[src/rtl/swsr_pkg.sv]
`default_nettype none

package swsr_pkg;

	localparam int SEQ_W = 8;
	localparam int POS_W = 32;
	localparam int SUM_W = 24;
	localparam int CFG_INDEX_W = 2;
	localparam int CFG_DATA_W = 7;

	typedef logic [SEQ_W-1:0] seq_t;
	typedef logic [POS_W-1:0] pos_t;
	typedef logic [SUM_W-1:0] sum_t;
	typedef logic [CFG_INDEX_W-1:0] cfg_index_t;

	// Configuration register indexes.
	localparam cfg_index_t REG_HALF_WINDOW = 2'd0;
	localparam cfg_index_t REG_REPORT_EVERY = 2'd1;

	// Item operation codes.
	localparam logic OP_SAMPLE = 1'b0;
	localparam logic OP_FLUSH = 1'b1;

	// Control and position of one item on its way from the front end to the merge stage.
	typedef struct packed {
		logic flush;
		logic restart;
		logic do_sub;
		logic eligible;
		logic center_self;
		logic miss;
		seq_t seq;
		pos_t pos;
	} item_t;

endpackage

`default_nettype wire

[src/rtl/swsr_ring.sv]
`default_nettype none

module swsr_ring #(
	parameter int DEPTH = 256,
	parameter int DW = 16,
	parameter int AW = 8
) (
	input  wire logic          clk,
	input  wire logic          we,
	input  wire logic [AW-1:0] waddr,
	input  wire logic [DW-1:0] wdata,
	input  wire logic          re,
	input  wire logic [AW-1:0] raddr,
	output logic      [DW-1:0] rdata
);

	logic [DW-1:0] mem [DEPTH];

	always_ff @(posedge clk) begin
		if (we) begin
			mem[waddr] <= wdata;
		end
	end

	always_ff @(posedge clk) begin
		if (re) begin
			rdata <= mem[raddr];
		end
	end

endmodule

`default_nettype wire

[src/rtl/swsr_front.sv]
`default_nettype none

module swsr_front #(
	parameter int MAX_HALF_WINDOW = 127,
	parameter int COUNT_BITS = 16,
	parameter int AW = 8,
	parameter int HW = 7
) (
	input  wire logic                  clk,
	input  wire logic                  arst_n,
	input  wire logic                  in_fire,
	input  wire logic                  op,
	input  wire swsr_pkg::seq_t        seq_id,
	input  wire logic [COUNT_BITS-1:0] cut_count,
	input  wire logic                  is_missing,
	input  wire logic [HW-1:0]         half_window,
	input  wire logic                  restart,
	input  wire logic                  s1_go,
	output logic                       ring_we,
	output logic      [AW-1:0]         ring_waddr,
	output logic      [COUNT_BITS-1:0] cnt_wdata,
	output logic      [AW-1:0]         old_raddr,
	output logic      [AW-1:0]         ctr_raddr,
	output logic                       valid_s1,
	output swsr_pkg::item_t            item_s1,
	output logic      [COUNT_BITS-1:0] cnt_s1
);

	localparam int RING = 2 * MAX_HALF_WINDOW + 2;
	localparam logic [AW:0] RING_V = RING[AW:0];
	localparam logic [AW-1:0] RING_LAST = AW'(RING - 1);

	logic [AW-1:0] ring_wr_q;
	swsr_pkg::pos_t samples_q;
	swsr_pkg::seq_t cur_seq_q;
	logic seq_valid_q;

	logic seq_change, is_sample, overflow, take;
	logic [AW-1:0] wr_use, wr_next;
	swsr_pkg::pos_t samples_use, samples_new, win32, h32;
	logic [HW:0] win;
	logic [AW:0] wr_ext, win_ext, h_ext, old_sum, ctr_sum;
	logic [COUNT_BITS-1:0] cnt_eff;
	swsr_pkg::item_t item_d;

	always_comb begin
		is_sample = (op == swsr_pkg::OP_SAMPLE);
		seq_change = !seq_valid_q || (seq_id != cur_seq_q);
		samples_use = seq_change ? '0 : samples_q;
		wr_use = seq_change ? '0 : ring_wr_q;
		overflow = (samples_use == '1);
		take = !is_sample || !overflow;
		wr_next = (wr_use == RING_LAST) ? '0 : wr_use + 1'b1;
		samples_new = samples_use + 1'b1;
		cnt_eff = is_missing ? '0 : cut_count;

		// Oldest sample leaves the window; center sits half a window back.
		win = {half_window, 1'b1};
		win32 = swsr_pkg::pos_t'(win);
		h32 = swsr_pkg::pos_t'(half_window);
		wr_ext = {1'b0, wr_use};
		win_ext = (AW+1)'(win);
		h_ext = (AW+1)'(half_window);
		old_sum = (wr_ext >= win_ext) ? wr_ext - win_ext : wr_ext + RING_V - win_ext;
		ctr_sum = (wr_ext >= h_ext) ? wr_ext - h_ext : wr_ext + RING_V - h_ext;
		old_raddr = old_sum[AW-1:0];
		ctr_raddr = ctr_sum[AW-1:0];

		ring_we = in_fire && is_sample && !overflow;
		ring_waddr = wr_use;
		cnt_wdata = cnt_eff;

		item_d.flush = !is_sample;
		item_d.restart = (samples_use == '0);
		item_d.do_sub = (samples_use >= win32);
		item_d.eligible = (samples_new >= win32);
		item_d.center_self = (half_window == '0);
		item_d.miss = is_missing;
		item_d.seq = seq_id;
		item_d.pos = samples_new - h32;
	end

	always_ff @(posedge clk or negedge arst_n) begin
		if (!arst_n) begin
			ring_wr_q <= '0;
			samples_q <= '0;
			cur_seq_q <= '0;
			seq_valid_q <= 1'b0;
		end else if (restart) begin
			ring_wr_q <= '0;
			samples_q <= '0;
		end else if (in_fire && is_sample) begin
			cur_seq_q <= seq_id;
			seq_valid_q <= 1'b1;
			if (!overflow) begin
				samples_q <= samples_new;
				ring_wr_q <= wr_next;
			end else begin
				samples_q <= samples_use;
				ring_wr_q <= wr_use;
			end
		end
	end

	always_ff @(posedge clk or negedge arst_n) begin
		if (!arst_n) begin
			valid_s1 <= 1'b0;
		end else if (in_fire) begin
			valid_s1 <= take;
		end else if (s1_go) begin
			valid_s1 <= 1'b0;
		end
	end

	always_ff @(posedge clk) begin
		if (in_fire) begin
			item_s1 <= item_d;
			cnt_s1 <= cnt_eff;
		end
	end

endmodule

`default_nettype wire

[src/rtl/swsr_merge.sv]
`default_nettype none

module swsr_merge #(
	parameter int COUNT_BITS = 16
) (
	input  wire logic                  clk,
	input  wire logic                  arst_n,
	input  wire logic                  valid_s1,
	input  wire swsr_pkg::item_t       item_s1,
	input  wire logic [COUNT_BITS-1:0] cnt_s1,
	input  wire logic [COUNT_BITS-1:0] old_cnt,
	input  wire logic                  mem_miss,
	input  wire logic                  every,
	input  wire logic                  out_ready,
	output logic                       s1_go,
	output logic                       out_valid,
	output swsr_pkg::seq_t             run_seq,
	output swsr_pkg::pos_t             run_first,
	output swsr_pkg::pos_t             run_last,
	output swsr_pkg::sum_t             run_sum
);

	swsr_pkg::sum_t total_q;
	swsr_pkg::seq_t pend_seq_q;
	swsr_pkg::pos_t pend_first_q, pend_last_q;
	swsr_pkg::sum_t pend_sum_q;
	logic pend_valid_q;
	logic out_valid_q;

	swsr_pkg::sum_t base, sub, new_total;
	logic center_miss, report, cont, emit;

	always_comb begin
		base = item_s1.restart ? '0 : total_q;
		sub = item_s1.do_sub ? swsr_pkg::sum_t'(old_cnt) : '0;
		new_total = base - sub + swsr_pkg::sum_t'(cnt_s1);
		center_miss = item_s1.center_self ? item_s1.miss : mem_miss;
		report = !item_s1.flush && item_s1.eligible && (!center_miss || every);
		cont = pend_valid_q && (item_s1.seq == pend_seq_q)
			&& ({1'b0, item_s1.pos} == {1'b0, pend_last_q} + 33'd1)
			&& (new_total == pend_sum_q);
		emit = item_s1.flush ? pend_valid_q : (report && pend_valid_q && !cont);
		s1_go = valid_s1 && (!emit || !out_valid_q || out_ready);
		out_valid = out_valid_q;
	end

	always_ff @(posedge clk or negedge arst_n) begin
		if (!arst_n) begin
			total_q <= '0;
			pend_seq_q <= '0;
			pend_first_q <= '0;
			pend_last_q <= '0;
			pend_sum_q <= '0;
			pend_valid_q <= 1'b0;
		end else if (s1_go) begin
			if (item_s1.flush) begin
				pend_valid_q <= 1'b0;
			end else begin
				total_q <= new_total;
				if (report) begin
					if (!cont) begin
						pend_seq_q <= item_s1.seq;
						pend_first_q <= item_s1.pos - 1'b1;
						pend_sum_q <= new_total;
						pend_valid_q <= 1'b1;
					end
					pend_last_q <= item_s1.pos;
				end
			end
		end
	end

	always_ff @(posedge clk or negedge arst_n) begin
		if (!arst_n) begin
			out_valid_q <= 1'b0;
		end else if (s1_go && emit) begin
			out_valid_q <= 1'b1;
		end else if (out_ready) begin
			out_valid_q <= 1'b0;
		end
	end

	always_ff @(posedge clk) begin
		if (s1_go && emit) begin
			run_seq <= pend_seq_q;
			run_first <= pend_first_q;
			run_last <= pend_last_q;
			run_sum <= pend_sum_q;
		end
	end

`ifndef SYNTHESIS
	// A pending run always covers at least one center.
	a_run_nonempty: assert property (@(posedge clk) disable iff (!arst_n)
		pend_valid_q |-> pend_last_q > pend_first_q)
		else $error("pending run has last not above first");

	a_flush_clears: assert property (@(posedge clk) disable iff (!arst_n)
		s1_go && item_s1.flush |=> !pend_valid_q)
		else $error("flush left a run pending");

	a_emit_loads: assert property (@(posedge clk) disable iff (!arst_n)
		s1_go && emit |=> out_valid && run_last == $past(pend_last_q))
		else $error("emitted run not loaded into the output register");

	a_report_extends: assert property (@(posedge clk) disable iff (!arst_n)
		s1_go && report |=> pend_valid_q && pend_last_q == $past(item_s1.pos))
		else $error("reported center not recorded in the pending run");
`endif

endmodule

`default_nettype wire

[src/rtl/sliding_window_sum_run_merge.sv]
// Timing: the item that closes a run is registered into the merge stage, and the run
// is then loaded into the output register.
// Throughput: one item per cycle; an item that closes a run stalls only while
// the output register still holds an earlier run that has not been taken.
// Reset: arst_n clears all control and run state at once; the sample ring
// memories are not cleared and are only read at entries written since restart.
`default_nettype none

module sliding_window_sum_run_merge #(
	parameter int MAX_HALF_WINDOW = 127,
	parameter int COUNT_BITS = 16
) (
	input  wire logic                         clk,
	input  wire logic                         arst_n,
	input  wire logic                         cfg_valid,
	output logic                              cfg_ready,
	input  wire swsr_pkg::cfg_index_t         cfg_index,
	input  wire logic [swsr_pkg::CFG_DATA_W-1:0] cfg_data,
	input  wire logic                         in_valid,
	output logic                              in_ready,
	input  wire logic                         op,
	input  wire swsr_pkg::seq_t               seq_id,
	input  wire logic [COUNT_BITS-1:0]        cut_count,
	input  wire logic                         is_missing,
	output logic                              out_valid,
	input  wire logic                         out_ready,
	output swsr_pkg::seq_t                    run_seq,
	output swsr_pkg::pos_t                    run_first,
	output swsr_pkg::pos_t                    run_last,
	output swsr_pkg::sum_t                    run_sum
);

	// The ring holds one more entry than the widest window, so the sample that
	// leaves the window is never at the address being written in the same cycle.
	localparam int RING = 2 * MAX_HALF_WINDOW + 2;
	localparam int AW = $clog2(RING);
	localparam int HW = $clog2(MAX_HALF_WINDOW + 1);

	logic [HW-1:0] half_q;
	logic every_q;
	logic cfg_fire, restart, in_fire, s1_go, valid_s1;
	logic [swsr_pkg::CFG_DATA_W-1:0] half_raw;

	logic ring_we;
	logic [AW-1:0] ring_waddr, old_raddr, ctr_raddr;
	logic [COUNT_BITS-1:0] cnt_wdata, cnt_s1, old_cnt;
	logic mem_miss;
	swsr_pkg::item_t item_s1;

	// Configuration is always taken. A half window write restarts the
	// current sequence's window at position one; the pending run survives.
	assign cfg_ready = 1'b1;
	assign cfg_fire = cfg_valid && cfg_ready;
	assign restart = cfg_fire && (cfg_index == swsr_pkg::REG_HALF_WINDOW);
	assign half_raw = cfg_data;

	always_ff @(posedge clk or negedge arst_n) begin
		if (!arst_n) begin
			half_q <= '0;
			every_q <= 1'b0;
		end else if (cfg_fire) begin
			if (cfg_index == swsr_pkg::REG_HALF_WINDOW) begin
				// Values above the largest supported half window saturate.
				if (32'(half_raw) > 32'(MAX_HALF_WINDOW)) begin
					half_q <= HW'(MAX_HALF_WINDOW);
				end else begin
					half_q <= HW'(half_raw);
				end
			end else if (cfg_index == swsr_pkg::REG_REPORT_EVERY) begin
				every_q <= half_raw[0];
			end
		end
	end

	// The front end takes a new item whenever the merge stage is empty or
	// moving on in this cycle.
	assign in_ready = !valid_s1 || s1_go;
	assign in_fire = in_valid && in_ready;

	swsr_front #(
		.MAX_HALF_WINDOW(MAX_HALF_WINDOW),
		.COUNT_BITS(COUNT_BITS),
		.AW(AW),
		.HW(HW)
	) u_front (
		.clk(clk),
		.arst_n(arst_n),
		.in_fire(in_fire),
		.op(op),
		.seq_id(seq_id),
		.cut_count(cut_count),
		.is_missing(is_missing),
		.half_window(half_q),
		.restart(restart),
		.s1_go(s1_go),
		.ring_we(ring_we),
		.ring_waddr(ring_waddr),
		.cnt_wdata(cnt_wdata),
		.old_raddr(old_raddr),
		.ctr_raddr(ctr_raddr),
		.valid_s1(valid_s1),
		.item_s1(item_s1),
		.cnt_s1(cnt_s1)
	);

	// Counts are read at the sample leaving the window.
	swsr_ring #(
		.DEPTH(RING),
		.DW(COUNT_BITS),
		.AW(AW)
	) u_ring_counts (
		.clk(clk),
		.we(ring_we),
		.waddr(ring_waddr),
		.wdata(cnt_wdata),
		.re(in_fire),
		.raddr(old_raddr),
		.rdata(old_cnt)
	);

	// Missing flags are read at the window center.
	swsr_ring #(
		.DEPTH(RING),
		.DW(1),
		.AW(AW)
	) u_ring_missing (
		.clk(clk),
		.we(ring_we),
		.waddr(ring_waddr),
		.wdata(is_missing),
		.re(in_fire),
		.raddr(ctr_raddr),
		.rdata(mem_miss)
	);

	// Running sum, center reporting and run merging, with the output register.
	swsr_merge #(
		.COUNT_BITS(COUNT_BITS)
	) u_merge (
		.clk(clk),
		.arst_n(arst_n),
		.valid_s1(valid_s1),
		.item_s1(item_s1),
		.cnt_s1(cnt_s1),
		.old_cnt(old_cnt),
		.mem_miss(mem_miss),
		.every(every_q),
		.out_ready(out_ready),
		.s1_go(s1_go),
		.out_valid(out_valid),
		.run_seq(run_seq),
		.run_first(run_first),
		.run_last(run_last),
		.run_sum(run_sum)
	);

endmodule

`default_nettype wire

[config.mk]
export PLATFORM = sky130hd
export DESIGN_NAME = sliding_window_sum_run_merge
export DESIGN_NICKNAME = d
export VERILOG_FILES = /design/src/rtl/swsr_pkg.sv /design/src/rtl/swsr_ring.sv /design/src/rtl/swsr_front.sv /design/src/rtl/swsr_merge.sv /design/src/rtl/sliding_window_sum_run_merge.sv
export SDC_FILE = /design/constraint.sdc
export NUM_CORES = 2
export LEC_CHECK = 0
export BUFFER_PORTS_ARGS = -buffer_cell sky130_fd_sc_hd__buf_2
export CORE_AREA = 2 2 619 621
export CTS_CLUSTER_SIZE = 8
export DETAILED_ROUTE_END_ITERATION = 12
export DIE_AREA = 0 0 621 623
export PLACE_DENSITY = 0.69
export SYNTH_ARGS = -nofsm -noshare
export SYNTH_HDL_FRONTEND = slang
export SYNTH_MEMORY_MAX_BITS = 65536
export SYNTH_SLANG_ARGS = --single-unit
[constraint.sdc]
create_clock -name clk -period 12 [get_ports clk]
set_input_delay 1.8 -clock clk [delete_from_list [all_inputs] [get_ports clk]]
set_output_delay 1.8 -clock clk [all_outputs]
set_load 0.01 [all_outputs]
; Word level (Yosys, flattened, before mapping)
; Memories as Yosys holds them, arrays and structs flattened. A register that Yosys moved wholly into a read port is not among the register bits.
; Cells that the tools add are included.
[op_classes]
n_lt_le_gt_ge = 4
eq_ne = 8
add_sub_neg = 12
n_shift = 0
n_reduce_logical = 41
div = 0
n_mul = 0
bitwise_logic = 5
n_mux = 25
[op_table]
columns = op, count
row1 = 32-bit two-way mux, 4
row2 = 32-bit by 8-bit >= comparator with 1-bit output, 2
row3 = 8-bit two-way mux, 7
row4 = 32-bit by 1-bit adder with 33-bit output (second input constant), 1
row5 = 32-bit by 33-bit equality test with 1-bit output, 1
row6 = 32-bit by 1-bit adder with 32-bit output (second input constant), 1
row7 = 32-bit equality test (second input constant), 1
row8 = 32-bit zero test, 1
row9 = 16-bit two-way mux, 2
row10 = 32-bit by 1-bit subtractor with 32-bit output (second input constant), 1
row11 = 32-bit by 7-bit subtractor with 32-bit output, 1
row12 = 24-bit by 16-bit adder with 24-bit output, 1
row13 = 24-bit equality test, 1
row14 = 24-bit two-way mux, 1
row15 = 24-bit subtractor, 1
row16 = 8-bit by 1-bit adder with 8-bit output (second input constant), 2
row17 = 8-bit by 7-bit subtractor with 8-bit output, 2
row18 = 8-bit subtractor, 2
row19 = 1-bit logical AND, 13
row20 = 1-bit two-way mux, 11
row21 = 3-bit AND reduction, 3
row22 = 8-bit equality test, 1
row23 = 8-bit equality test (second input constant), 1
row24 = 8-bit by 7-bit >= comparator with 1-bit output, 1
row25 = other kinds (12), 33
[totals]
regBits = 338
latch_bits = 0
ram_bits = 4352
mem_bits_ro = 0
out_inout_bits = 99
word_cells = 124
n_memories = 2
[mem_list]
columns = memory, depth, word_bits, read_ports, rd_clocked_by_memory_dff, write_ports, line
row1 = u_ring_counts.mem, 256, 16, 1, 1, 1, swsr_ring.sv:17  ; logic [DW-1:0] mem [DEPTH];
row2 = u_ring_missing.mem, 256, 1, 1, 1, 1, swsr_ring.sv:17

; Logic depth before layout (Yosys ltp)
[logic_depth]
ltp_word = 18
depth_mapped = 21
mapped_depth_nobuf = 19

; Cells and area by module
; Synthesis repeated with hierarchy kept, for this count alone.
[unflattened]
cells_unflattened = 10040
area_unflattened_um2 = 190118.6
[modules_own_cells]
columns = mod, area_per_inst_um2, instances, cells_per_inst
row1 = swsr_ring at u_ring_counts, 158874.9, 1, 7360
row2 = swsr_merge, 12218.0, 1, 1032
row3 = swsr_ring at u_ring_missing, 11138.2, 1, 788
row4 = swsr_front, 7547.2, 1, 838
row5 = sliding_window_sum_run_merge, 340.3, 1, 22

; Worst setup path before layout
; No wires, ideal clock.
[synth_path]
kind = reg-to-reg
from = reg u_front.item_s1[44] (netlist name)
to = reg u_front.cnt_s1[0] (enable)
t_arrival_ns = 9.837
synth_period_minus_slack_ns = 10.475
setup_ns = 0.638
setup_slack_ns = 1.525
path_buffers = 4
path_stages_with_launch = 19
path_cell_list = edfxtp_1 clkbuf_1 nand2b_1 fa_1 inv_1 ha_1 buf_6 a21o_1 a221o_1 a221oi_2 o221ai_1 xor2_1 xor2_1 nor4b_2 and3_1 buf_4 o21ai_2 buf_2 a21boi_0
[synth_between]
elab_chain_cells = 14
[synth_lines]
columns = element, line
row1 = 24-bit two-way mux, swsr_merge.sv:34  ; base = item_s1.restart ? '0 : total_q;
row2 = 24-bit subtractor, swsr_merge.sv:36  ; new_total = base - sub + swsr_pkg::sum_t'(cnt_s1);
row3 = 24-bit by 16-bit adder with 24-bit output, swsr_merge.sv:36
row4 = 24-bit equality test, swsr_merge.sv:41  ; && (new_total == pend_sum_q);
row5 = 1-bit logical AND, swsr_merge.sv:41
row6 = 1-bit zero test, swsr_merge.sv:42  ; emit = item_s1.flush ? pend_valid_q : (report && pend_valid_q && !cont);
row7 = 1-bit logical AND, swsr_merge.sv:42
row8 = 1-bit two-way mux, swsr_merge.sv:42
row9 = 1-bit zero test, swsr_merge.sv:43  ; s1_go = valid_s1 && (!emit || !out_valid_q || out_ready);
row10 = 1-bit logical OR (2 in a row), swsr_merge.sv:43
row11 = 1-bit logical AND, swsr_merge.sv:43
row12 = 1-bit logical OR, sliding_window_sum_run_merge.sv:77  ; assign in_ready = !valid_s1 || s1_go;
row13 = 1-bit logical AND, sliding_window_sum_run_merge.sv:78  ; assign in_fire = in_valid && in_ready;
row14 = via in_fire, sliding_window_sum_run_merge.sv:41  ; logic cfg_fire, restart, in_fire, s1_go, valid_s1;
row15 = "end signal, assigned", swsr_front.sv:118  ; cnt_s1 <= cnt_eff;
row16 = "end, declared", swsr_front.sv:26  ; output logic [COUNT_BITS-1:0] cnt_s1
; The timed path passes the listed nets, and every way through them passes these cells.
; A chain may end at the register's enable or synchronous reset.

; Worst setup path in the final report
[layout_path]
from = reg u_front.item_s1[44] (netlist name)
to = out in_ready
[layout_between]
elab_chain_cells = 13
[layout_lines]
columns = element, line
row1 = 24-bit two-way mux, swsr_merge.sv:34
row2 = 24-bit subtractor, swsr_merge.sv:36
row3 = 24-bit by 16-bit adder with 24-bit output, swsr_merge.sv:36
row4 = 24-bit equality test, swsr_merge.sv:41
row5 = 1-bit logical AND, swsr_merge.sv:41
row6 = 1-bit zero test, swsr_merge.sv:42
row7 = 1-bit logical AND, swsr_merge.sv:42
row8 = 1-bit two-way mux, swsr_merge.sv:42
row9 = 1-bit zero test, swsr_merge.sv:43
row10 = 1-bit logical OR (2 in a row), swsr_merge.sv:43
row11 = 1-bit logical AND, swsr_merge.sv:43
row12 = 1-bit logical OR, sliding_window_sum_run_merge.sv:77
row13 = "end, declared", sliding_window_sum_run_merge.sv:20  ; output logic in_ready,
; Every way passes these cells.

==> implementation parameters <==
Parameter                              Value

Clock network
  CTS tree ... yes
  Number of levels the H-tree was split into ... 6
  Sinks on Clock Net ... 4,707
  Clock root buffer master ... sky130_fd_sc_hd__clkbuf_16
  Clock input transition at the sequential cells of the worst setup and hold paths ... 50 ps
  Source-to-sink clock delay at the later pin of the worst-skew pair ... 1080 ps
  Count of instances resized after the clock tree is built ... 0
  Number of buffers inserted to repair setup after CTS ... 0
  TritonCTS Buffers ... 660
  Clock buffer depth ... 4
  Number of buffers inserted for hold repair after clock tree synthesis ... 0

Yosys
  #FFs+latches synth ... 4,707
  Post-synthesis async set-or-reset flop share ... 3.82%
  Gate Count Post-Synth ... 9,987
  Net Count, Synth ... 10,100
  Count of unique library cells instantiated by Yosys ... 92
  Area fraction of the dominant cell type after synthesis ... 71.7%
  Top cell type by total area after synthesis ... sky130_fd_sc_hd__edfxtp_1
  Yosys warns ... 0
  Sequential share of the synthesized area ... 74.1%
  Synthesized cell area ... 0.190 mm²
  Syn avg cell area ... 19.0 µm²
  Synth Flop Type ... sky130_fd_sc_hd__edfxtp_1
  Number of synthesized flops with an enable pin ... 4,527
  Leading post-synthesis cells by cell area ... sky130_fd_sc_hd__edfxtp_1, sky130_fd_sc_hd__mux4_2, sky130_fd_sc_hd__dfrtp_1, sky130_fd_sc_hd__nand2_1, sky130_fd_sc_hd__nand3_1

Min path
  Worst hold path class ... flip-flop to flip-flop
  Startpoint of the most critical hold path ... u_merge.pend_first_q[28]

Drt
  Via Count ... 103,000
  WL met1 ... 200,000 µm
  Via count normalized by instance count ... 6.59
  Post-detailed-route wirelength per cell ... 34.0 µm
  Detail Route met3 WL ... 57,600 µm
  Detail Route Antenna Nets ... 0
  Highest Signal Layer ... met5
  First drt pass iteration count ... 8
  Residual DRC ... 0
  Total wire length after detailed routing ... 533,000 µm
  Met2 routed wirelength ... 251,000 µm
  Initial drt markers ... 14,300

Placement
  Count of port buffers added during placement ... 137
  Final estimated routing congestion in global placement ... 0.914
  Estimated wirelength of the detail-placed design ... 314,000 µm

Critical path
  Launch instance of the worst register-to-register path ... u_front.cur_seq_q[4]
  Path type of the worst setup path ... flip-flop to primary output
  Most used cell, CP ... sky130_fd_sc_hd__nand2_1
  Endpoint type of the worst setup path ... primary output
  Top cell family by delay on the critical path ... compound AO/OA/AOI/OAI gates
  Required time at the worst-slack endpoint ... 10,200 ps
  Standard cell with the maximum stage delay on the critical path ... sky130_fd_sc_hd__a2111oi_0
  Cell-by-cell trace of the critical path ... nand2b_1, fa_1, inv_1, ha_1, a21oi_1, o22ai_1, a31oi_1, nand2_1, a221o_1, a2111oi_0, and4b_1, and3_1, buf_4, o21ai_4, buf_12, nand2_1, buf_2
  Total buffers and inverters traversed by the critical path ... 4
  Internal reg-to-reg setup slack ... 3300 ps
  Crit path capture ... in_ready
  Arrival time of the worst setup path ... 8050 ps
  Endpoint of the most critical register-to-register path ... u_ring_counts.rdata[6]
  Worst stage delay on the critical path ... 1000 ps
  Number of cell instances on the worst register-to-register path ... 15
  Worst setup SP type ... flip-flop
  Total number of cells along the worst setup path ... 17
  Peak fanout along the critical path ... 99
  Crit path launch ... u_front.item_s1[44]

STA
  Share of the cycle needed by the critical path after routing ... 82.1%
  Max-slew violation count ... 0
  Highest clock rate ... 102 MHz
  Clock period minus worst slack ... 9850 ps
  Setup TNS Final ... 0 ps
  Number of failing setup endpoints in the final timing report ... 0
  Final setup skew ... 91.6 ps
  Setup repair after global routing missed its margin ... false
  Worst slew margin relative to its limit ... 1.80%
  Slew @ Worst Pin ... 1460 ps
  Final Hold Viols ... 0

Cells and area
  Number of nets in the layout ... 10,600
  Share of cells above drive strength 1 ... 25.6%
  Count of filler cells inserted in the layout ... 27,700
  Area grow syn2layout ... 14.3%

Floorplan
  DIE HEIGHT ... 623 µm
  Placeable core region ... 0.381 mm²
  IO Count ... 139
  Die Area ... 0.387 mm²
  Die W ... 621 µm
  Initial cell density of the core ... 49.8%
  Standard-cell row count ... 227

GRT
  Via count of the first global-routing pass ... 102,000
  Wire length of the first global-routing pass ... 761,000 µm
  Remaining Overflow, GRT ... 0
  All-layer global routing usage ... 27.2%
  Largest net degree at the start of global routing ... 162
  Initial antenna violation count ... 26

Run status
  Violated checks ... capacitance limit
  Result of the run ... finished, violations left

Power
  Pwr Total ... 0.0395 W
  Leakage Power ... 64.7 nW
  Power per standard cell area ... 182 mW/mm²
  VDD IR-drop max ... 0.162 mV

Run
  Reported max-cap violation count ... 1
[synth_stat cells, drive strengths merged (12+ instances only)]
| cell | instances |
|---|---|
| dfrtp | 180 |
| edfxtp | 4527 |
| nor4b | 18 |
| nand2 | 931 |
| inv | 107 |
| a21oi | 326 |
| fa | 20 |
| nor2b | 29 |
| a32oi | 161 |
| or3 | 18 |
| xnor2 | 103 |
| a22oi | 17 |
| a2111oi | 32 |
| nor4 | 49 |
| and3 | 53 |
| o211ai | 43 |
| mux2 | 98 |
| a211oi | 19 |
| mux2i | 199 |
| a31oi | 42 |
| o21ai | 87 |
| xor2 | 81 |
| clkbuf | 450 |
| and2 | 43 |
| o21a | 24 |
| mux4 | 1108 |
| a21o | 13 |
| ha | 65 |
| nand4 | 91 |
| nand3 | 440 |
| nand2b | 35 |
| nor3 | 110 |
| nor2 | 150 |
| buf | 181 |
| o31ai | 12 |
[cells by family after synthesis]
| family | count (synthesis) | share of synthesized area, % |
|---|---|---|
| flops | 4707 | 74.1 |
| simple gates | 2016 | 4.96 |
| mux | 1405 | 14.8 |
| compound gates | 847 | 3.05 |
| buf+inv | 738 | 1.59 |
| xor+xnor | 188 | 0.897 |
| fa+ha+maj | 85 | 0.640 |
| other cells | 1 | 0.00198 |
[stage by stage]
stage                     area, µm²  instances  setup slack, ps  util [%]  hold slack [ps]
after global routing         217000      15700             1990      57.0              458
after detailed placement     199000      14900             2030      52.2              431
after global placement       199000      14900             2050      52.2              431
final                        217000      15700             2150      57.0              441
after CTS                    217000      15700             2030      57.0              441
after floorplan              190000       9987             1520         -              418
[registers in the layout (all words and copies together) (netlist names), 24 cells and up]
register,count
u_ring_counts.mem,4096
u_ring_missing.mem,256
u_front.item_s1,46
u_front.samples_q,32
u_merge.pend_first_q,32
u_merge.pend_last_q,32
u_merge.run_first,32
u_merge.run_last,32
u_merge.pend_sum_q,24
u_merge.run_sum,24
u_merge.total_q,24
[metal layers]
layer	GRT usage, %	up-vias
li1	-	41500
met1	37.4	54200
met4	11.6	16
met3	6.41	1094
met2	42.1	6616
met5	0	-
[worst min-delay path by stage]
stage	end	slack, ps	depth (start not counted)
CTS	u_merge.run_first[28]	440	0
global route	u_merge.run_first[18]	460	0
floorplan	u_merge.run_first[28]	420	0
finish	u_merge.run_first[28]	440	0
global placement	u_merge.run_first[28]	430	0
detailed placement	u_merge.run_first[28]	430	0
[power by group]
part           switching [W]  internal [W]  total (W)
clock                0.00672       0.00984     0.0166
combinational        0.00285       0.00138    0.00423
sequential          0.000333        0.0184     0.0187
total                0.00990        0.0296     0.0395
[worst register-to-register path, cell delays in order, from the launching register on]
cell and delay, ps:
sky130_fd_sc_hd__dfrtp_1 400, sky130_fd_sc_hd__xor2_1 180, sky130_fd_sc_hd__nor3_1 890, sky130_fd_sc_hd__buf_4 310, sky130_fd_sc_hd__and3_2 190, sky130_fd_sc_hd__buf_4 470
sky130_fd_sc_hd__nand2_1 320, sky130_fd_sc_hd__fa_4 1670, sky130_fd_sc_hd__buf_4 460, sky130_fd_sc_hd__buf_12 420, sky130_fd_sc_hd__mux4_2 450, sky130_fd_sc_hd__mux2i_1 110
sky130_fd_sc_hd__a32oi_1 680, sky130_fd_sc_hd__a31oi_1 450, sky130_fd_sc_hd__nor4_1 1270, sky130_fd_sc_hd__o21a_1 280
[placed cells by master, fill, tap and decap left out, types with 35 or more instances in the layout]
cell                        netlist  final
sky130_fd_sc_hd__ha_1            65     64
sky130_fd_sc_hd__clkbuf_1       448     73
sky130_fd_sc_hd__xor2_1          81     80
sky130_fd_sc_hd__a21oi_1        326    170
sky130_fd_sc_hd__a32oi_1        161    161
sky130_fd_sc_hd__nand2_1        931    928
sky130_fd_sc_hd__clkbuf_16        0    662
sky130_fd_sc_hd__mux4_2        1108   1108
sky130_fd_sc_hd__buf_2          141    135
sky130_fd_sc_hd__dfrtp_1        180    180
sky130_fd_sc_hd__nor3_1         107     47
sky130_fd_sc_hd__mux2i_1        199    199
sky130_fd_sc_hd__inv_1          106    106
sky130_fd_sc_hd__buf_4            7    319
sky130_fd_sc_hd__and2_1          42     40
sky130_fd_sc_hd__nand3_1        440    439
sky130_fd_sc_hd__o211ai_1        42     42
sky130_fd_sc_hd__edfxtp_1      4527   4527
sky130_fd_sc_hd__nor3_2           1     57
sky130_fd_sc_hd__o21ai_0         84     84
sky130_fd_sc_hd__and3_1          53     51
sky130_fd_sc_hd__nand2b_1        35     35
sky130_fd_sc_hd__xnor2_1        103    101
sky130_fd_sc_hd__nand4_1         91     91
sky130_fd_sc_hd__nor2_1         150    131
sky130_fd_sc_hd__a21oi_2          0    147
sky130_fd_sc_hd__a31oi_1         41     41
sky130_fd_sc_hd__mux2_2          72     72
sky130_fd_sc_hd__nor4_1          47     45
[area by class of cell]
type	instances	area [µm²]	share of cell area [%]
diodes	13	32.5	0.0150
clock buffers	735	16800	7.77
clock inverters	60	1180	0.542
inverters	107	409	0.189
multi-input cells	4542	47800	22.0
flip-flops and latches	4707	140000	64.8
well taps	5038	6300	2.91
repair buffers	497	3850	1.77
(Power assumes the default switching activity.)
